[src/rtl/mcqc_pkg.sv]
// ----------------------------------------------------------------------------
// mcqc_pkg
// Shared types and constants for the multi-channel quadrature counter.
// ----------------------------------------------------------------------------
package mcqc_pkg;

    localparam int unsigned MODE_W     = 2;
    localparam int unsigned LEVEL_BITS = 3;
    localparam int unsigned BYTE_W     = 8;
    localparam int unsigned SEL_W      = 8;

    typedef enum logic [MODE_W-1:0] {
        MODE_SAMPLE = 2'd0,
        MODE_SELECT = 2'd1,
        MODE_READ   = 2'd2
    } mode_t;

    // Decoded command of one accepted item
    typedef struct packed {
        logic sample;
        logic select;
        logic read;
    } cmd_t;

endpackage

[src/rtl/multi_channel_quadrature_counter.sv]
// ----------------------------------------------------------------------------
// multi_channel_quadrature_counter
// Multi-channel x4 quadrature decoder with selectable count readout.
// ----------------------------------------------------------------------------
//   channel | ports                                        | direction
//   --------+----------------------------------------------+----------
//   input   | s_valid s_ready s_mode s_a_levels s_b_levels |  in
//           | s_channel_select                             |
//   result  | m_valid m_ready m_count_high m_count_low     |  out
//           | m_bad_select                                 |
//
// One item per cycle while s_ready is high. Each lane updates when a sample item
// is accepted; a read item's result appears in the result register next cycle.
// s_ready drops only while a result waits and m_ready is low; the register
// frees and refills in the same cycle. Synchronous active-low reset clears
// counts, stored levels, the primed flag and the channel selection.
// ----------------------------------------------------------------------------
module multi_channel_quadrature_counter #(
    parameter int unsigned CHANNELS    = 3,
    parameter int unsigned COUNT_WIDTH = 16
) (
    input  logic                                  aclk,
    input  logic                                  aresetn,
    input  logic                                  s_valid,
    output logic                                  s_ready,
    input  logic [mcqc_pkg::MODE_W-1:0]           s_mode,
    input  logic [mcqc_pkg::LEVEL_BITS-1:0]       s_a_levels,
    input  logic [mcqc_pkg::LEVEL_BITS-1:0]       s_b_levels,
    input  logic [mcqc_pkg::SEL_W-1:0]            s_channel_select,
    output logic                                  m_valid,
    input  logic                                  m_ready,
    output logic [mcqc_pkg::BYTE_W-1:0]           m_count_high,
    output logic [mcqc_pkg::BYTE_W-1:0]           m_count_low,
    output logic                                  m_bad_select
);

    logic                                 accept;
    logic                                 out_free;
    logic                                 primed_reg;
    mcqc_pkg::cmd_t                       cmd;
    logic [CHANNELS-1:0][COUNT_WIDTH-1:0] counts;

    assign s_ready = out_free;
    assign accept  = s_valid && s_ready;

    always_comb begin
        cmd = '0;
        if (accept) begin
            unique case (mcqc_pkg::mode_t'(s_mode))
                mcqc_pkg::MODE_SAMPLE: cmd.sample = 1'b1;
                mcqc_pkg::MODE_SELECT: cmd.select = 1'b1;
                mcqc_pkg::MODE_READ:   cmd.read   = 1'b1;
                default:               cmd        = '0;
            endcase
        end
    end

    // First sample only records levels
    always_ff @(posedge aclk) begin
        if (!aresetn) begin
            primed_reg <= 1'b0;
        end else if (cmd.sample) begin
            primed_reg <= 1'b1;
        end
    end

    for (genvar ch = 0; ch < CHANNELS; ch++) begin : g_lane
        logic a_bit;
        logic b_bit;
        if (ch < mcqc_pkg::LEVEL_BITS) begin : g_pin
            assign a_bit = s_a_levels[ch];
            assign b_bit = s_b_levels[ch];
        end else begin : g_tie
            assign a_bit = 1'b0;
            assign b_bit = 1'b0;
        end

        mcqc_lane #(
            .COUNT_WIDTH(COUNT_WIDTH)
        ) u_lane (
            .aclk      (aclk),
            .aresetn   (aresetn),
            .sample_en (cmd.sample),
            .primed    (primed_reg),
            .a_level   (a_bit),
            .b_level   (b_bit),
            .count     (counts[ch])
        );
    end

    mcqc_merge #(
        .CHANNELS    (CHANNELS),
        .COUNT_WIDTH (COUNT_WIDTH)
    ) u_merge (
        .aclk           (aclk),
        .aresetn        (aresetn),
        .cmd            (cmd),
        .channel_select (s_channel_select),
        .counts         (counts),
        .out_free       (out_free),
        .m_valid        (m_valid),
        .m_ready        (m_ready),
        .m_count_high   (m_count_high),
        .m_count_low    (m_count_low),
        .m_bad_select   (m_bad_select)
    );

endmodule

[src/rtl/mcqc_lane.sv]
// ----------------------------------------------------------------------------
// mcqc_lane
// One channel of x4 quadrature decoding: edge detect and wrapping count.
// ----------------------------------------------------------------------------
module mcqc_lane #(
    parameter int unsigned COUNT_WIDTH = 16
) (
    input  logic                   aclk,
    input  logic                   aresetn,
    input  logic                   sample_en,
    input  logic                   primed,
    input  logic                   a_level,
    input  logic                   b_level,
    output logic [COUNT_WIDTH-1:0] count
);

    logic [COUNT_WIDTH-1:0] count_reg;
    logic [COUNT_WIDTH-1:0] count_next;
    logic                   last_a_reg;
    logic                   last_b_reg;
    logic                   a_changed;
    logic                   b_changed;
    logic                   same;
    logic                   step_up;

    assign a_changed = a_level != last_a_reg;
    assign b_changed = b_level != last_b_reg;
    assign same      = a_level == b_level;
    // A alone: up when levels differ; B alone: up when levels match.
    // Both changing cancel out.
    assign step_up   = a_changed ? !same : same;

    always_comb begin
        count_next = count_reg;
        if (primed && (a_changed ^ b_changed)) begin
            if (step_up) begin
                count_next = count_reg + COUNT_WIDTH'(1);
            end else begin
                count_next = count_reg - COUNT_WIDTH'(1);
            end
        end
    end

    always_ff @(posedge aclk) begin
        if (!aresetn) begin
            count_reg  <= '0;
            last_a_reg <= 1'b0;
            last_b_reg <= 1'b0;
        end else if (sample_en) begin
            count_reg  <= count_next;
            last_a_reg <= a_level;
            last_b_reg <= b_level;
        end
    end

    assign count = count_reg;

endmodule

[src/rtl/mcqc_merge.sv]
// ----------------------------------------------------------------------------
// mcqc_merge
// Channel selection, readout mux across lanes and the result register.
// ----------------------------------------------------------------------------
module mcqc_merge #(
    parameter int unsigned CHANNELS    = 3,
    parameter int unsigned COUNT_WIDTH = 16
) (
    input  logic                                     aclk,
    input  logic                                     aresetn,
    input  mcqc_pkg::cmd_t                           cmd,
    input  logic [mcqc_pkg::SEL_W-1:0]               channel_select,
    input  logic [CHANNELS-1:0][COUNT_WIDTH-1:0]     counts,
    output logic                                     out_free,
    output logic                                     m_valid,
    input  logic                                     m_ready,
    output logic [mcqc_pkg::BYTE_W-1:0]              m_count_high,
    output logic [mcqc_pkg::BYTE_W-1:0]              m_count_low,
    output logic                                     m_bad_select
);

    localparam int unsigned EXT_W =
        (COUNT_WIDTH < 2 * mcqc_pkg::BYTE_W) ? 2 * mcqc_pkg::BYTE_W : COUNT_WIDTH;

    logic [mcqc_pkg::SEL_W-1:0]  sel_reg;
    logic                        m_valid_reg;
    logic [mcqc_pkg::BYTE_W-1:0] high_reg;
    logic [mcqc_pkg::BYTE_W-1:0] low_reg;
    logic                        bad_reg;
    logic [EXT_W-1:0]            picked;
    logic                        hit;

    // Index mux over the lanes; no hit means the index names no channel
    always_comb begin
        picked = '0;
        hit    = 1'b0;
        for (int i = 0; i < CHANNELS; i++) begin
            if (sel_reg == mcqc_pkg::SEL_W'(i)) begin
                picked = EXT_W'(counts[i]);
                hit    = 1'b1;
            end
        end
    end

    assign out_free = !m_valid_reg || m_ready;

    always_ff @(posedge aclk) begin
        if (!aresetn) begin
            sel_reg     <= '0;
            m_valid_reg <= 1'b0;
        end else begin
            if (cmd.select) begin
                sel_reg <= channel_select;
            end
            if (cmd.read) begin
                m_valid_reg <= 1'b1;
            end else if (m_ready) begin
                m_valid_reg <= 1'b0;
            end
        end
    end

    always_ff @(posedge aclk) begin
        if (cmd.read) begin
            high_reg <= picked[2*mcqc_pkg::BYTE_W-1:mcqc_pkg::BYTE_W];
            low_reg  <= picked[mcqc_pkg::BYTE_W-1:0];
            bad_reg  <= !hit;
        end
    end

    assign m_valid      = m_valid_reg;
    assign m_count_high = high_reg;
    assign m_count_low  = low_reg;
    assign m_bad_select = bad_reg;

endmodule
[config.mk]
export PLATFORM = sky130hd
export DESIGN_NAME = multi_channel_quadrature_counter
export DESIGN_NICKNAME = d
export VERILOG_FILES = /design/src/rtl/mcqc_pkg.sv /design/src/rtl/multi_channel_quadrature_counter.sv /design/src/rtl/mcqc_lane.sv /design/src/rtl/mcqc_merge.sv
export SDC_FILE = /design/constraint.sdc
export NUM_CORES = 1
export LEC_CHECK = 0
export ABC_AREA = 1
export BUFFER_PORTS_ARGS = -buffer_cell sky130_fd_sc_hd__buf_2
export CAP_MARGIN = 5
export CORE_ASPECT_RATIO = 1.25
export CORE_UTILIZATION = 40
export CTS_BUF_LIST = sky130_fd_sc_hd__clkbuf_4
export CTS_CLUSTER_DIAMETER = 30
export DETAILED_ROUTE_END_ITERATION = 7
export SYNTH_ARGS = -nofsm -noshare
export SYNTH_HDL_FRONTEND = slang
export SYNTH_SLANG_ARGS = --single-unit
[constraint.sdc]
create_clock -name aclk -period 2 [get_ports aclk]
set_clock_uncertainty 0.05 [all_clocks]
set_input_delay 0.2 -clock aclk [delete_from_list [all_inputs] [get_ports aclk]]
set_output_delay 0.2 -clock aclk [all_outputs]
set_load 0.02 [all_outputs]
==> impl_summary.log <==
[metrics] register bit count reported by yosys: between 80 and 90
[metrics] maximum level of the CTS H-tree: 3
[metrics] critical path required time: 2330 ps
[metrics] max-cap viol count: 0
[metrics] mapped cell area: 0.005729 mm^2
[metrics] length of the first detailed-routing pass in iterations: 8
[metrics] count of final setup violators: 2
[metrics] startpoint of the most critical register-to-register path: g_lane[1].u_lane.last_a_reg
[metrics] Crit. Startpoint: g_lane[1].u_lane.last_a_reg
[metrics] post-synth top area share: 22.36%
[metrics] class of the tightest hold or removal check: in -> reg
[metrics] critical path arrival: around 2400 ps
[metrics] PortBufs: 38
[metrics] Hold Startpoint: m_ready
[metrics] ys flop type: dfxtp_1
[metrics] number of sinks on the clock net: slightly above 80
[metrics] clock-pin slew on the worst setup and hold paths: 140 ps
[metrics] vias post-DR: 6,206
[metrics] net count of the finished layout: 1,065
[metrics] instance area after placement: 0.006758 mm^2
[metrics] mean instance size in the synthesized netlist: between 6 and 7 um^2
[metrics] row count: 48
[metrics] DR vias/cell: 5.074
[metrics] area growth from synthesis to layout: 40.07%
[metrics] maximum operating frequency: 0.4950 GHz
[metrics] total core area: 0.01387 mm^2
[metrics] library cells used by synthesis: 33
[metrics] violations in the final reports: negative setup slack
[metrics] period utilization: 101.0%
[metrics] number of antenna violations at the first check in global routing: 1
[metrics] mean routed wirelength per cell: 14.14 um
[metrics] sequential-to-total area share from yosys stat: 31.27%
[metrics] worst rel slew slack: 43.43%
[metrics] measured slew at the worst slew-check pin: 837.6 ps
[metrics] list of most frequent post-synthesis cells: nand2_1, inv_1, nor2_1
[metrics] Fillers: 1,335
[metrics] run status: complete, but fails checks
[metrics] global-route wire length before repair: 25.74 mm
[metrics] Syn. warnings: 0
[metrics] pre-CTS WS: -65.15 ps
[metrics] share of final-layout standard cells stronger than drive strength 1: 33.14%
[metrics] async set-or-reset flop fraction in the synthesized netlist: 0%
[metrics] sort of element at the end of the critical path: flop
[metrics] gp weighted congestion: around 0.90
[metrics] maximum number of pins on one net before global-route repair: 23
[metrics] post-layout instance area: 0.008025 mm^2
[metrics] leading area contributor after synthesis: dfxtp_1
[metrics] maximum net fanout on the critical path: 6
[metrics] dominant cells by area after synthesis: dfxtp_1, nand2_1, inv_1
[metrics] post-detail-place hpwl: 11.73 mm
[metrics] Worst Setup Path Type: reg -> reg
[metrics] number of design rule violations left after detail routing: 0
[metrics] overall overflow remaining after global route: 0
[metrics] worst voltage drop across the vdd grid: 0.0003468 V
[metrics] io pins: 39
[metrics] worst-case setup margin in the final layout: -20.06 ps
[metrics] number of global-route vias before repair: between 5,000 and 6,000
[metrics] number of buffers inserted during clock tree synthesis: 9
[metrics] post-synthesis instance total: 906
[metrics] power density relative to cell area: 557.5 mW/mm^2
[metrics] Total Die Area: between 0.01 and 0.015 mm^2
[metrics] wirelength, routed: roughly 17 mm
[metrics] residual antenna-violating net count after detailed routing: 0
[metrics] post-layout min period: 2020 ps
[metrics] Skew-Pair Late Insertion Delay: 440 ps
[metrics] Design Power: approximately 4.5 mW
[metrics] Max clock buf depth: 2
[metrics] total routing usage reported by global routing: 22.07%
[metrics] overall die width: ~110 um
[metrics] TritonCTS clock tree: done
[metrics] post-synth net total: 929
[metrics] number of failing hold endpoints at the final stage: 0
[metrics] vertical die dimension: 135.8 um
[metrics] most common cell in the synthesized netlist: nand2_1
[metrics] effective utilization at floorplan: 41.30%
[metrics] count of routing violations after the opening detailed-route iteration: 423
[metrics] flip-flop count of the largest register after layout: 48
[metrics] number of flops mapped to enable cells by yosys: 17
[metrics] P_leak: 3.785 nW
[metrics] CTS Root Buffer Type: clkbuf_4
[metrics] number of max-slew violations in the final report: 0
[metrics] Setup crit start kind: flop
[metrics] setup repair after global routing missed its margin: true
==> stage by stage <==
stage / setup TNS, ps / utilization [%] / hold WS, ps / instances
2_1_floorplan: 0 / - / 284.9 / 906
3_3_place_gp: -543.1 / 48.71 / 394.4 / 1181
3_5_place_dp: -667.9 / 48.71 / 400.9 / 1181
4_1_cts: -0.2964 / 51.19 / 2.058 / 1207
5_1_grt: -1461 / 57.85 / 62.89 / 1223
6_report: -21.67 / 57.85 / 28.34 / 1223
==> cell usage in the layout, fill, tap and decap left out, drive strengths merged, types with 2 or more instances in the layout <==
cell type and instances:
a21oi 60, a31oi 2, a41oi 17, and2 2, buf 137, bufinv 4, clkbuf 16, dfxtp 64
dlygate4sd3 9, edfxtp 17, ha 3, inv 151, nand2 264, nand3 54, nand4 4, nor2 101
nor3 8, o21ai 58, o21bai 2, o221ai 15, o41ai 14, xnor2 8, xor2 35
==> area by class of cell <==
type | count | area [um^2] | share of cell area [%]
Multi-Input combinational cell | 649 | 3963 | 49.38
Clock inverter | 5 | 128.9 | 1.606
Inverter | 150 | 565.5 | 7.047
Timing Repair Buffer | 151 | 1266 | 15.78
Clock buffer | 11 | 82.58 | 1.029
Sequential cell | 81 | 1798 | 22.40
Tap cell | 175 | 219.0 | 2.728
Antenna cell | 1 | 2.502 | 0.03118
==> power by group <==
group | internal [mW] | total, mW | leakage [nW] | switching [mW]
Clock | 0.792 | 1.41 | 0.112 | 0.614
Combinational | 0.590 | 1.34 | 2.99 | 0.752
Sequential | 1.70 | 1.73 | 0.682 | 0.0270
Total | 3.08 | 4.47 | 3.79 | 1.39
==> what timing repair did <==
item	in CTS	in global routing
buffers inserted	1	9
pin swaps	3	80
resized for setup	11	207
hold buffers	9	0
endpoints found under the hold margin	9	0
setup endpoints to repair	21	44
cloned	0	6
==> worst max-delay path: stages (launching register included) <==
cell and delay (ps):
dfxtp_2 390, inv_2 60, nand2_2 90, nand2_4 80, nand2_4 130, nand2_8 90
buf_4 150, nand2_1 60, nand2_1 100, nor2_4 160, nand3_2 110, nand2_2 130
nand2_2 70, nand3_1 70, nand3_1 100, nand2_1 70, inv_1 30
==> worst paths after layout <==
path,to,slack [ps],cells past startpoint
max,g_lane[1].u_lane.count[14],-20,16
min,u_merge.m_valid,30,4
max reg2reg,g_lane[1].u_lane.count[14],-20,16
min reg2reg,primed_reg,420,2
==> routing by layer <==
layer | part of all wire (%) | global-route usage [%] | up-vias
met1 | 43 | 27.41 | 2852
met4 | 2.1 | 7.658 | 0
met5 | 0 | 0 | -
met2 | 52 | 38.99 | 131
li1 | - | - | 3192
met3 | 3.0 | 2.357 | 31
==> logic make-up (layout without fill, tap and decap cells) <==
kind of cell / Yosys count / after routing / share of synthesized area (%)
AO/OA/AOI/OAI: 168 / 168 / 17.95
XOR/XNOR: 43 / 43 / 7.229
buffers and inverters: 177 / 317 / 12.25
flip-flops: 81 / 81 / 31.27
other: 0 / 1 / 0
adder cells (fa/ha/maj): 3 / 3 / 0.6552
AND/OR/NAND/NOR: 434 / 435 / 30.64
Note: power is estimated with default switching activity, not from simulation.
